<file path="config.mk">
export PLATFORM = sky130hd
export DESIGN_NAME = room_spanning_tree_flat
export DESIGN_NICKNAME = d
export VERILOG_FILES = /design/src/hw/rtl/rmst_pkg.sv /design/src/hw/rtl/rmst_chan_if.sv /design/src/hw/rtl/rmst_cell.sv /design/src/hw/rtl/room_spanning_tree.sv /design/src/flat_wrapper.sv
export SDC_FILE = /design/constraint.sdc
export NUM_CORES = 2
export LEC_CHECK = 0
export BUFFER_PORTS_ARGS = -buffer_cell sky130_fd_sc_hd__buf_4
export CORE_MARGIN = 4
export CORE_UTILIZATION = 50
export CTS_CLUSTER_SIZE = 20
export DETAILED_ROUTE_END_ITERATION = 12
export PLACE_DENSITY_LB_ADDON = 0.15
export SLEW_MARGIN = 20
export SYNTH_ARGS = -nofsm -noshare
export SYNTH_HDL_FRONTEND = slang
export SYNTH_HIERARCHICAL = 1
export SYNTH_SLANG_ARGS = --single-unit
</file>
<file path="constraint.sdc">
create_clock -name i_clk -period 11.5 [get_ports i_clk]
set_input_delay 1.725 -clock i_clk [delete_from_list [all_inputs] [get_ports i_clk]]
set_output_delay 1.725 -clock i_clk [all_outputs]
set_load 0.03 [all_outputs]
</file>
<file path="src/hw/rtl/rmst_pkg.sv">
// ----------------------------------------------------------------------------
// rmst_pkg
// Shared types of the room spanning tree block: word formats, the control
// group that drives the cells, and the sequencer states.
// ----------------------------------------------------------------------------
package rmst_pkg;

    typedef struct packed {
        logic [6:0] center_col;
        logic [6:0] center_row;
        logic       final_room;
    } t_room_word;

    typedef struct packed {
        logic [3:0] first_room;
        logic [3:0] second_room;
        logic       has_pair;
        logic       final_pair;
    } t_pair_word;

    typedef struct packed {
        logic load;
        logic sweep;
        logic first;
        logic reduce;
        logic merge;
    } t_cell_ctl;

    typedef enum logic [1:0] {
        ST_LOAD,
        ST_SWEEP,
        ST_REDUCE,
        ST_EMIT
    } t_state;

endpackage

</file>
<file path="src/hw/rtl/rmst_chan_if.sv">
// ----------------------------------------------------------------------------
// rmst_chan_if
// Valid/ready channel carrying one word of a given type.
// ----------------------------------------------------------------------------
interface rmst_chan_if #(
    parameter type t_data = logic
);
    logic  valid;
    logic  ready;
    t_data data;

    modport source (output valid, output data, input ready);
    modport sink   (input valid, input data, output ready);
endinterface

</file>
<file path="src/hw/rtl/rmst_cell.sv">
// ----------------------------------------------------------------------------
// rmst_cell
// One room of the chain: its centre, its group label, a travelling copy of a
// room that rotates around the ring, its best outgoing pair and the carry of
// the minimum search that moves toward the end of the chain.
// ----------------------------------------------------------------------------
module rmst_cell #(
    parameter int COORD_BITS = 7,
    parameter int IDXW       = 4,
    parameter int CNTW       = 5,
    parameter int KW         = 1 + COORD_BITS + 1 + 4 * IDXW,
    parameter int IDX        = 0
) (
    input  logic                  i_clk,
    input  rmst_pkg::t_cell_ctl   i_ctl,
    input  logic [CNTW-1:0]       i_cnt,
    input  logic [CNTW-1:0]       i_n,
    input  logic [COORD_BITS-1:0] i_col,
    input  logic [COORD_BITS-1:0] i_row,
    input  logic [COORD_BITS-1:0] i_tnext_col,
    input  logic [COORD_BITS-1:0] i_tnext_row,
    input  logic [IDXW-1:0]       i_tnext_lab,
    input  logic [COORD_BITS-1:0] i_head_col,
    input  logic [COORD_BITS-1:0] i_head_row,
    input  logic [IDXW-1:0]       i_head_lab,
    input  logic [IDXW-1:0]       i_head_idx,
    input  logic [KW-1:0]         i_carry,
    input  logic [IDXW-1:0]       i_merge_to,
    input  logic [IDXW-1:0]       i_merge_from,
    output logic [COORD_BITS-1:0] o_tcol,
    output logic [COORD_BITS-1:0] o_trow,
    output logic [IDXW-1:0]       o_tlab,
    output logic [KW-1:0]         o_carry
);
    import rmst_pkg::*;

    localparam int DW   = COORD_BITS + 1;
    localparam int CMPW = 1 + DW + 2 * IDXW;

    logic [COORD_BITS-1:0] r_col, r_row, r_tcol, r_trow;
    logic [IDXW-1:0]       r_lab, r_tlab;
    logic [KW-1:0]         r_best, r_carry;
    logic [COORD_BITS-1:0] w_dc, w_dr;
    logic [DW-1:0]         w_dist;
    logic                  w_cand_ok;
    logic [KW-1:0]         w_cand;
    logic                  w_load;

    assign w_load = i_ctl.load && (i_cnt == CNTW'(IDX));
    assign w_dc   = (i_head_col > r_col) ? i_head_col - r_col : r_col - i_head_col;
    assign w_dr   = (i_head_row > r_row) ? i_head_row - r_row : r_row - i_head_row;
    assign w_dist = DW'(w_dc) + DW'(w_dr);

    // Only pairs whose lower room is the travelling one and that cross groups.
    assign w_cand_ok = (i_head_idx < IDXW'(IDX)) && (CNTW'(IDX) < i_n)
                       && (i_head_lab != r_lab);
    assign w_cand    = w_cand_ok ? {1'b0, w_dist, i_head_idx, IDXW'(IDX), i_head_lab, r_lab}
                                 : {KW{1'b1}};

    always_ff @(posedge i_clk) begin
        if (w_load) begin
            r_col  <= i_col;
            r_row  <= i_row;
            r_tcol <= i_col;
            r_trow <= i_row;
            r_lab  <= IDXW'(IDX);
            r_tlab <= IDXW'(IDX);
        end else if (i_ctl.sweep) begin
            r_tcol <= i_tnext_col;
            r_trow <= i_tnext_row;
            r_tlab <= i_tnext_lab;
        end else if (i_ctl.merge) begin
            if (r_lab == i_merge_from) begin
                r_lab <= i_merge_to;
            end
            if (r_tlab == i_merge_from) begin
                r_tlab <= i_merge_to;
            end
        end
        if (i_ctl.sweep) begin
            if (i_ctl.first || (w_cand[KW-1 -: CMPW] < r_best[KW-1 -: CMPW])) begin
                r_best <= w_cand;
            end
        end
        if (i_ctl.reduce) begin
            r_carry <= (i_carry[KW-1 -: CMPW] < r_best[KW-1 -: CMPW]) ? i_carry : r_best;
        end
    end

    assign o_tcol  = r_tcol;
    assign o_trow  = r_trow;
    assign o_tlab  = r_tlab;
    assign o_carry = r_carry;

endmodule

</file>
<file path="src/hw/rtl/room_spanning_tree.sv">
// ----------------------------------------------------------------------------
// room_spanning_tree
// Minimum spanning tree over room centres, one cell per room in a ring.
// ----------------------------------------------------------------------------
// Usage: room centres arrive on i_room, one word per cycle while the block
// is loading; rooms past MAX_ROOMS are dropped. The word with final_room set
// starts the run, and i_room.ready stays low until the run is delivered.
// Each kept pair leaves on o_pair in increasing distance order, ties by
// lower then higher room index; the last word carries final_pair. A lone
// room gives one word with has_pair low.
// Steps: each kept pair costs one sweep, in which every room passes once
// around the ring, then a reduce pass in which the minimum ripples down
// the carry chain. A lone room answers on the cycle after its word.
// Stall: a pending word holds o_pair steady and the ring waits until the
// word is taken. Reset returns the block to loading with no rooms stored.
// ----------------------------------------------------------------------------
module room_spanning_tree #(
    parameter int MAX_ROOMS  = 16,
    parameter int COORD_BITS = 7
) (
    input  logic        i_clk,
    input  logic        i_rst_n,
    rmst_chan_if.sink   i_room,
    rmst_chan_if.source o_pair
);
    import rmst_pkg::*;

    localparam int IDXW = $clog2(MAX_ROOMS);
    localparam int CNTW = $clog2(MAX_ROOMS + 1);
    localparam int KW   = 1 + COORD_BITS + 1 + 4 * IDXW;

    t_state          r_state, n_state;
    logic [CNTW-1:0] r_cnt, n_cnt;
    logic [IDXW-1:0] r_step, n_step;
    logic [IDXW-1:0] r_edges, n_edges;
    logic            r_single, n_single;
    t_cell_ctl       w_ctl;

    logic                  w_in_acc, w_out_acc, w_step_last, w_final;
    logic [CNTW-1:0]       w_n;
    logic [COORD_BITS-1:0] w_col, w_row;
    logic [KW-1:0]         w_win;
    logic [IDXW-1:0]       w_win_a, w_win_b, w_win_la, w_win_lb;

    logic [COORD_BITS-1:0] w_tcol [MAX_ROOMS];
    logic [COORD_BITS-1:0] w_trow [MAX_ROOMS];
    logic [IDXW-1:0]       w_tlab [MAX_ROOMS];
    logic [KW-1:0]         w_carry[MAX_ROOMS];

    assign w_in_acc    = i_room.valid && i_room.ready;
    assign w_out_acc   = o_pair.valid && o_pair.ready;
    assign w_step_last = (r_step == IDXW'(MAX_ROOMS - 1));
    assign w_n         = (r_cnt < CNTW'(MAX_ROOMS)) ? r_cnt + 1'b1 : r_cnt;
    assign w_col       = COORD_BITS'(i_room.data.center_col);
    assign w_row       = COORD_BITS'(i_room.data.center_row);

    assign w_win    = w_carry[MAX_ROOMS-1];
    assign w_win_a  = w_win[4*IDXW-1 -: IDXW];
    assign w_win_b  = w_win[3*IDXW-1 -: IDXW];
    assign w_win_la = w_win[2*IDXW-1 -: IDXW];
    assign w_win_lb = w_win[IDXW-1:0];
    assign w_final  = r_single || (CNTW'(r_edges) == r_cnt - CNTW'(2));

    // Next state and counters.
    always_comb begin
        n_state  = r_state;
        n_cnt    = r_cnt;
        n_step   = r_step;
        n_edges  = r_edges;
        n_single = r_single;
        case (r_state)
            ST_LOAD: begin
                if (w_in_acc) begin
                    n_cnt = w_n;
                    if (i_room.data.final_room) begin
                        n_step  = '0;
                        n_edges = '0;
                        if (w_n < CNTW'(2)) begin
                            n_single = 1'b1;
                            n_state  = ST_EMIT;
                        end else begin
                            n_single = 1'b0;
                            n_state  = ST_SWEEP;
                        end
                    end
                end
            end
            ST_SWEEP: begin
                n_step = w_step_last ? '0 : r_step + 1'b1;
                if (w_step_last) begin
                    n_state = ST_REDUCE;
                end
            end
            ST_REDUCE: begin
                n_step = w_step_last ? '0 : r_step + 1'b1;
                if (w_step_last) begin
                    n_state = ST_EMIT;
                end
            end
            ST_EMIT: begin
                if (w_out_acc) begin
                    if (w_final) begin
                        n_cnt   = '0;
                        n_state = ST_LOAD;
                    end else begin
                        n_edges = r_edges + 1'b1;
                        n_step  = '0;
                        n_state = ST_SWEEP;
                    end
                end
            end
            default: n_state = ST_LOAD;
        endcase
    end

    // Handshakes and cell control.
    always_comb begin
        i_room.ready = 1'b0;
        o_pair.valid = 1'b0;
        w_ctl        = '0;
        case (r_state)
            ST_LOAD: begin
                i_room.ready = 1'b1;
                w_ctl.load   = w_in_acc && (r_cnt < CNTW'(MAX_ROOMS));
            end
            ST_SWEEP: begin
                w_ctl.sweep = 1'b1;
                w_ctl.first = (r_step == '0);
            end
            ST_REDUCE: begin
                w_ctl.reduce = 1'b1;
            end
            ST_EMIT: begin
                o_pair.valid = 1'b1;
                w_ctl.merge  = w_out_acc && !r_single;
            end
            default: begin
                w_ctl = '0;
            end
        endcase
    end

    assign o_pair.data.first_room  = r_single ? 4'd0 : 4'(w_win_a);
    assign o_pair.data.second_room = r_single ? 4'd0 : 4'(w_win_b);
    assign o_pair.data.has_pair    = !r_single;
    assign o_pair.data.final_pair  = w_final;

    always_ff @(posedge i_clk) begin
        if (!i_rst_n) begin
            r_state  <= ST_LOAD;
            r_cnt    <= '0;
            r_step   <= '0;
            r_edges  <= '0;
            r_single <= 1'b0;
        end else begin
            r_state  <= n_state;
            r_cnt    <= n_cnt;
            r_step   <= n_step;
            r_edges  <= n_edges;
            r_single <= n_single;
        end
    end

    genvar k;
    generate
        for (k = 0; k < MAX_ROOMS; k++) begin : g_cell
            logic [KW-1:0] w_cin;
            if (k == 0) begin : g_head
                assign w_cin = {KW{1'b1}};
            end else begin : g_body
                assign w_cin = w_carry[k-1];
            end
            rmst_cell #(
                .COORD_BITS (COORD_BITS),
                .IDXW       (IDXW),
                .CNTW       (CNTW),
                .KW         (KW),
                .IDX        (k)
            ) u_cell (
                .i_clk        (i_clk),
                .i_ctl        (w_ctl),
                .i_cnt        (r_cnt),
                .i_n          (r_cnt),
                .i_col        (w_col),
                .i_row        (w_row),
                .i_tnext_col  (w_tcol[(k + 1) % MAX_ROOMS]),
                .i_tnext_row  (w_trow[(k + 1) % MAX_ROOMS]),
                .i_tnext_lab  (w_tlab[(k + 1) % MAX_ROOMS]),
                .i_head_col   (w_tcol[0]),
                .i_head_row   (w_trow[0]),
                .i_head_lab   (w_tlab[0]),
                .i_head_idx   (r_step),
                .i_carry      (w_cin),
                .i_merge_to   (w_win_la),
                .i_merge_from (w_win_lb),
                .o_tcol       (w_tcol[k]),
                .o_trow       (w_trow[k]),
                .o_tlab       (w_tlab[k]),
                .o_carry      (w_carry[k])
            );
        end
    endgenerate

`ifndef SYNTH
    a_pair_ordered: assert property (@(posedge i_clk) disable iff (!i_rst_n)
        (r_state == ST_EMIT && !r_single) |-> (w_win_a < w_win_b))
        else $error("emitted pair is not ordered");
    a_pair_found: assert property (@(posedge i_clk) disable iff (!i_rst_n)
        (r_state == ST_EMIT && !r_single) |-> !w_win[KW-1])
        else $error("no crossing pair found for an unfinished tree");
    a_run_ends: assert property (@(posedge i_clk) disable iff (!i_rst_n)
        (w_out_acc && w_final) |=> (r_state == ST_LOAD && r_cnt == '0))
        else $error("run did not return to loading");
    a_one_side: assert property (@(posedge i_clk) disable iff (!i_rst_n)
        !(i_room.ready && o_pair.valid))
        else $error("loading while a pair is pending");
    a_edges_bound: assert property (@(posedge i_clk) disable iff (!i_rst_n)
        (r_state == ST_EMIT && !r_single) |-> (CNTW'(r_edges) + CNTW'(2) <= r_cnt))
        else $error("more pairs than rooms allow");
`endif

endmodule

</file>
<file path="src/flat_wrapper.sv">
// flat-port wrapper written by rule: the top's interface ports become plain ports
module room_spanning_tree_flat import rmst_pkg::*;
#(
    parameter int MAX_ROOMS  = 16,
    parameter int COORD_BITS = 7
)
  (i_clk, i_rst_n, i_room_valid, i_room_data, i_room_ready, o_pair_valid, o_pair_data, o_pair_ready);
  rmst_chan_if #(.t_data(t_room_word)) i_room_i ();
  rmst_chan_if #(.t_data(t_pair_word)) o_pair_i ();
  input  logic i_clk;
  input  logic i_rst_n;
  input wire logic [$bits(i_room_i.valid)-1:0] i_room_valid;
  input wire logic [$bits(i_room_i.data)-1:0] i_room_data;
  output wire logic [$bits(i_room_i.ready)-1:0] i_room_ready;
  output wire logic [$bits(o_pair_i.valid)-1:0] o_pair_valid;
  output wire logic [$bits(o_pair_i.data)-1:0] o_pair_data;
  input wire logic [$bits(o_pair_i.ready)-1:0] o_pair_ready;
  assign i_room_i.valid = i_room_valid;
  assign i_room_i.data = i_room_data;
  assign i_room_ready = i_room_i.ready;
  assign o_pair_valid = o_pair_i.valid;
  assign o_pair_data = o_pair_i.data;
  assign o_pair_i.ready = o_pair_ready;
  room_spanning_tree #(.MAX_ROOMS(MAX_ROOMS), .COORD_BITS(COORD_BITS)) u_core (.i_clk(i_clk), .i_rst_n(i_rst_n), .i_room(i_room_i), .o_pair(o_pair_i));
endmodule
</file>
# ---- Word level (Yosys, flattened, before mapping)
# Cells that the tools add are included.
dict set report word_totals {
  ff_bits 1383
  inputBits 19
  output_inout_bits 12
  elab_cells 774
}
dict set report classes {
  n_addsub 84
  magnitude_cmp 98
  n_eq_ne 75
  n_mux 206
  bitwise 1
  reduce_logical 161
}
# operator n
set op_table {}
lappend op_table {{2-to-1 mux 25 bit} 30}
lappend op_table {{2-to-1 mux 7 bit} 96}
lappend op_table {{less-than comparator 17 bit} 31}
lappend op_table {{subtractor 7 bit} 64}
lappend op_table {{2-to-1 mux 4 bit} 57}
lappend op_table {{greater-than comparator 7 bit} 32}
lappend op_table {{adder 7 x 7 -> 8 bit} 16}
lappend op_table {{== test 4 bit} 32}
lappend op_table {{nonzero test 2 bit} 34}
lappend op_table {{inequality test 4 bit} 16}
lappend op_table {{AND reduction 2 bit} 32}
lappend op_table {{logical AND 1 bit} 52}
lappend op_table {{AND reduction 3 bit} 17}
lappend op_table {{== test 5 x 4 -> 1 bit, second input constant} 8}
lappend op_table {{less-than comparator 4 x 5 -> 1 bit, first input constant} 8}
lappend op_table {{less-than comparator 4 bit, second input constant} 8}
lappend op_table {{== test 5 x 3 -> 1 bit, second input constant} 4}
lappend op_table {{less-than comparator 3 x 5 -> 1 bit, first input constant} 4}
lappend op_table {{2-to-1 mux 5 bit} 4}
lappend op_table {{logical OR 1 bit} 17}
lappend op_table {{less-than comparator 17 bit, first input constant} 1}
lappend op_table {{less-than comparator 4 x 3 -> 1 bit, second input constant} 4}
lappend op_table {{2-to-1 mux 16 bit} 1}
lappend op_table {{2-to-1 mux 2 bit} 7}
lappend op_table {{other kinds (30)} 50}

# ---- Depth between registers and ports, before layout
dict set report depth {
  word_depth 7
  ltp_mapped 23
}

# ---- By module
# Netlist, hierarchy kept.
# module instances cells_per_inst area_each_um2 seq_area_each_um2
set by_module_without_submodules {}
lappend by_module_without_submodules {{rmst_cell at u_core.g_cell[10].u_cell} 1 580 5801.8 2382.3}
lappend by_module_without_submodules {{rmst_cell at u_core.g_cell[7].u_cell} 1 523 5640.4 2382.3}
lappend by_module_without_submodules {{rmst_cell at u_core.g_cell[9].u_cell} 1 519 5599.1 2382.3}
lappend by_module_without_submodules {{rmst_cell at u_core.g_cell[11].u_cell} 1 513 5559.1 2382.3}
lappend by_module_without_submodules {{rmst_cell at u_core.g_cell[13].u_cell} 1 459 5460.2 2382.3}
lappend by_module_without_submodules {{rmst_cell at u_core.g_cell[1].u_cell} 1 495 5441.5 2382.3}
lappend by_module_without_submodules {{rmst_cell at u_core.g_cell[3].u_cell} 1 471 5437.7 2382.3}
lappend by_module_without_submodules {{rmst_cell at u_core.g_cell[4].u_cell} 1 503 5434.0 2382.3}
lappend by_module_without_submodules {{rmst_cell at u_core.g_cell[8].u_cell} 1 492 5410.2 2382.3}
lappend by_module_without_submodules {{rmst_cell at u_core.g_cell[14].u_cell} 1 447 5400.2 2382.3}
lappend by_module_without_submodules {{rmst_cell at u_core.g_cell[15].u_cell} 1 497 5385.2 2382.3}
lappend by_module_without_submodules {{rmst_cell at u_core.g_cell[5].u_cell} 1 490 5381.4 2382.3}
lappend by_module_without_submodules {{rmst_cell at u_core.g_cell[6].u_cell} 1 487 5321.4 2382.3}
lappend by_module_without_submodules {{rmst_cell at u_core.g_cell[12].u_cell} 1 457 5310.1 2382.3}
lappend by_module_without_submodules {{+3 rows} - - - -}

# ---- Worst setup path after synthesis
# No wires, ideal clock.
dict set report synth_path {
  path_kind {register -> register}
  from {register u_core.r_state[0]}
  to {register u_core.r_state[0]}
  t_arrival_ns 10.708
  required_time_ns 11.378
  setup_slack_ns 0.669
  stages_incl_launch_ff 8
  cell_sequence {dfxtp_1 -> inv_1 -> ha_1 -> o21ai_0 -> nand2_1 -> a21oi_1 -> o21ai_0 -> nor2_1}
}
dict set report synth_between {
  elab_chain_len 5
  word_cells_on_any_way 15
  classes_between {eq/ne (8); mux (3); reduce/logical (4)}
}
# element line_no
set synth_rtl {}
lappend synth_rtl {{from (decl)} room_spanning_tree.sv:32} ;# t_state r_state, n_state;
lappend synth_rtl {{from (signal assigned)} room_spanning_tree.sv:156} ;# r_state <= n_state;
lappend synth_rtl {{== test 2 bit or zero test 2 bit (tied branches)} {room_spanning_tree.sv:71, room_spanning_tree.sv:121}}
lappend synth_rtl {{2-to-1 mux 1 bit} room_spanning_tree.sv:121} ;# case (r_state)
lappend synth_rtl {{logical AND 1 bit (on tied branches)} {room_spanning_tree.sv:51, room_spanning_tree.sv:50}}
lappend synth_rtl {{inequality test 2 x 1 -> 1 bit (no source line)} -}
lappend synth_rtl {{AND reduction 5 bit (no source line)} -}
# Several ways; a longest one is shown, not always the timed one.
# A chain may end at the register's enable or synchronous reset.

# ---- Final worst setup path
dict set report layout_path {
  from {register u_core.g_cell[0].u_cell.r_trow[4]}
  to {register u_core.g_cell[7].u_cell.r_best[7], enable pin}
}
dict set report layout_between {
  elab_chain_len 7
  word_cells_on_any_way 9
  classes_between {add/sub (3); order compare (2); mux (2); reduce/logical (2)}
}
# element line_no
set layout_rtl {}
lappend layout_rtl {{from (decl)} rmst_cell.sv:40} ;# logic [COORD_BITS-1:0] r_col, r_row, r_tcol, r_trow;
lappend layout_rtl {{from (signal assigned)} rmst_cell.sv:65} ;# r_trow <= i_row;
lappend layout_rtl {{from (signal assigned)} rmst_cell.sv:70} ;# r_trow <= i_tnext_row;
lappend layout_rtl {{subtractor 7 bit or greater-than comparator 7 bit (tied branches)} rmst_cell.sv:51} ;# assign w_dr = (i_head_row > r_row) ? i_head_row - r_row : r_row - i_head_row;
lappend layout_rtl {{2-to-1 mux 7 bit (*)} rmst_cell.sv:51}
lappend layout_rtl {{adder 7 x 7 -> 8 bit (*)} rmst_cell.sv:52} ;# assign w_dist = DW'(w_dc) + DW'(w_dr);
lappend layout_rtl {{2-to-1 mux 25 bit (*)} rmst_cell.sv:57} ;# assign w_cand = w_cand_ok ? {1'b0, w_dist, i_head_idx, IDXW'(IDX), i_head_lab, r_lab}
lappend layout_rtl {{named net u_core.g_cell[7].u_cell.w_cand[23]} rmst_cell.sv:46} ;# logic [KW-1:0] w_cand;
lappend layout_rtl {{less-than comparator 17 bit (*)} rmst_cell.sv:81} ;# if (i_ctl.first || (w_cand[KW-1 -: CMPW] < r_best[KW-1 -: CMPW])) begin
lappend layout_rtl {{logical OR 1 bit (*)} rmst_cell.sv:81}
lappend layout_rtl {{AND reduction 2 bit (no source line) (*)} -}
lappend layout_rtl {{to (signal assigned)} rmst_cell.sv:82} ;# r_best <= w_cand;
lappend layout_rtl {{to (decl)} rmst_cell.sv:42} ;# logic [KW-1:0] r_best, r_carry;
# Mark *: on every way through the listed nets, which the timed path passes. The rest lies on a longest branch.

==> metrics.md <==
| Metric | Value |
|---|---|
| Run status | `complete, no violations` |
| H-tree levels | `4` |
| Largest net degree at the start of global routing | `76` |
| # resized after CTS | `0` |
| Post-Route WL | `238000 µm` |
| CTS tree | `done` |
| Peak VDD IR | `277 µV` |
| Area Overhead vs Synth | `9.38%` |
| First-pass GRT wire length | `358000 µm` |
| Critical setup path kind | `register to register` |
| Worst slew pin tran | `1150 ps` |
| Crit Reg-Reg Endpoint | `u_core/g_cell[7].u_cell/r_best[7]` |
| Worst setup path startpoint | `u_core/g_cell[0].u_cell/o_trow[4]` |
| Routed Antenna Nets | `0` |
| Sw frac | `42.0%` |
| Routed len/inst | `23.4 µm` |
| Finish-stage setup viols | `0` |
| RSZ-0062 raised after global routing | `false` |
| Die Width | `419 µm` |
| Total CTS buffers | `147` |
| Leak pwr | `0.0391 µW` |
| Core Region | `168000 µm²` |
| Post-Syn Instances | `slightly below 8000` |
| Initial DRC count | `4229` |
| Worst Setup End Kind | `register` |
| Psw | `10400 µW` |
| Final Hold Vio Count | `0` |
| Fin crit share | `59.3%` |
| Average size of a mapped cell | `11.0 µm²` |
| Hold depth | `2` |
| Fmax | `147 MHz` |
| FF-to-FF Start | `u_core/g_cell[0].u_cell/o_trow[4]` |
| Filler instances | `14300` |
| Pwr per Cell Area | `267 nW/µm²` |
| Pre-antenna DRT Iters | `6` |
| Routability congestion estimate | `0.903` |
| R2R setup slack | `4680 ps` |
| Slew Limit Fails | `0` |
| Max cap viols | `0` |
| Setup crit start kind | `register` |
| Initial core utilization | `50.4%` |
| Nets | `8850` |
| Layout cell share with drive strength beyond 1 | `roughly 13%` |
| Class of the tightest hold or removal check | `register to register` |
| Fin util | `55.1%` |
| Combinational share of power | `52.6%` |
| Worst r2r path cells | `19` |
| Clock Sinks | `1280` |
| Crit path time final | `6820 ps` |
| Sequential power share | `28.3%` |
| Number of global-route vias before repair | `58500` |
| CP required | `roughly 12000 ps` |
| Max FO, Critical Path | `21` |
| Die height | `419 µm` |
| Fin Setup TNS | `0 ps` |
| Ports | `31` |
| CTS Root Cell | `clkbuf_16` |
| DR vias | `between 50000 and 60000` |
| Worst Path Arrival | `7230 ps` |
| Clock Latency Late Sink | `around 800 ps` |
| Syn. warnings | `6` |
| Internal power | `14300 µW` |
| Rel. slew slack | `23.2%` |
| Final HPWL DP | `164000 µm` |
| Clk buf depth | `3` |
| Hold buffer count at cts | `0` |
| WHS | `512 ps` |
| Worst Hold End | `u_core/g_cell[2].u_cell/o_trow[1]` |
| DR vias/cell | `5.77` |
| Clock Skew | `25.3 ps` |
| Clk network pwr share | `19.1%` |
| Total Routing Usage GR | `26.8%` |
| GRT overflow | `0` |
| Min-delay src | `u_core/g_cell[3].u_cell/o_trow[1]` |
| PortBufs | `30` |
| Cell Rows | `150` |
| Cell Area, Synth | `84400 µm²` |
| Die area | `176000 µm²` |
| Initial antenna violation count | `15` |
| Post-CTS Setup Bufs | `0` |
| Drc violations | `0` |
| Clk pin slew, worst setup/hold paths | `~60 ps` |
==> worst max-delay path: stages (launching register included) <==
cell,delay (ps)
edfxtp_1,830
buf_4,600
inv_1,100
ha_1,430
nand3_1,170
o21bai_1,260
a31oi_4,300
mux2_2,400
ha_1,280
a21o_1,180
a21oi_1,210
nor2b_1,110
or4_1,410
a211o_1,300
ha_1,320
nand3_1,100
or4_1,120
a21oi_1,40
a2111oi_0,390
a22o_1,870
==> worst max path at each step <==
stage | to | cells after the start | slack, ps
after detailed placement | u_core/g_cell[7].u_cell/r_best[7] | 19 | 4780
after CTS | u_core/g_cell[7].u_cell/r_best[7] | 19 | 4740
after global placement | u_core/g_cell[14].u_cell/r_best[22] | 22 | 4850
after floorplan | u_core/r_state[0] | 7 | 890
final | u_core/g_cell[7].u_cell/r_best[7] | 19 | 4680
after global routing | u_core/g_cell[14].u_cell/r_best[17] | 22 | 4160
==> sequential cells by signal (all words and copies together), names as in the netlist <==
signal / flops
u_core/r_edges: 4
u_core/g_cell.u_cell/r_col: 105
u_core/g_cell.u_cell/o_tcol: 112
u_core/r_step: 4
u_core/g_cell.u_cell/r_row: 105
u_core/g_cell.u_cell/o_tlab: 64
u_core/g_cell.u_cell/r_lab: 60
u_core/g_cell.u_cell/o_trow: 112
u_core/r_state: 2
u_core/r_cnt: 5
u_core/g_cell.u_cell/o_carry: 391
u_core/g_cell.u_cell/r_best: 315
u_core/r_single: 1
==> stage by stage <==
stage / cell area (µm²) / power [µW] / cells / setup slack (ps)
floorplan: 84600 / 16300 / 7729 / 885
global placement: 87500 / 19600 / 9879 / 4850
detailed placement: 87500 / 19800 / 9879 / 4780
CTS: 92300 / 24700 / 10200 / 4740
global route: 92400 / 26400 / 10200 / 4160
finish: 92400 / 24600 / 10200 / 4680
==> placed cells by master, fill, tap and decap left out, drive strengths merged, types with 140 or more instances in the layout <==
cell and n:
a21o 171, a21oi 419, xor2 152, dfxtp 140
inv 870, edfxtp 1140, xnor2 172, clkbuf 198
nor2 204, o21ai 301, mux2 418, mux2i 222
buf 141, ha 930, nand2b 168, nand2 857
==> power groups by stage <==
stage	Clock [µW]	Combinational, µW	Sequential (µW)
2_1_floorplan	0	9260	7080
3_5_place_dp	0	12800	7040
6_report	4720	13000	6960
5_1_grt	5020	14400	7030
4_1_cts	4830	12900	6950
3_3_place_gp	0	12600	7030
==> area by class of cell <==
cell class	count	area [µm²]	share of cell area, %
antenna	6	15.0	0.0163
clock buffer	198	4030	4.37
clock inverter	73	783	0.848
inverter	871	3270	3.54
multi-input combinational	5385	43400	47.0
sequential	1280	37000	40.1
tap	2204	2760	2.99
timing repair buffer	141	1090	1.19
==> routing by layer <==
metal	GRT usage, %	vias up	part of all wire [%]
met2	45.7	1608	48
met1	34.9	28800	43
li1	-	27800	-
met3	3.04	433	4.7
met4	11.0	0	4.4
met5	0	-	0
(Power assumes the default switching activity.)
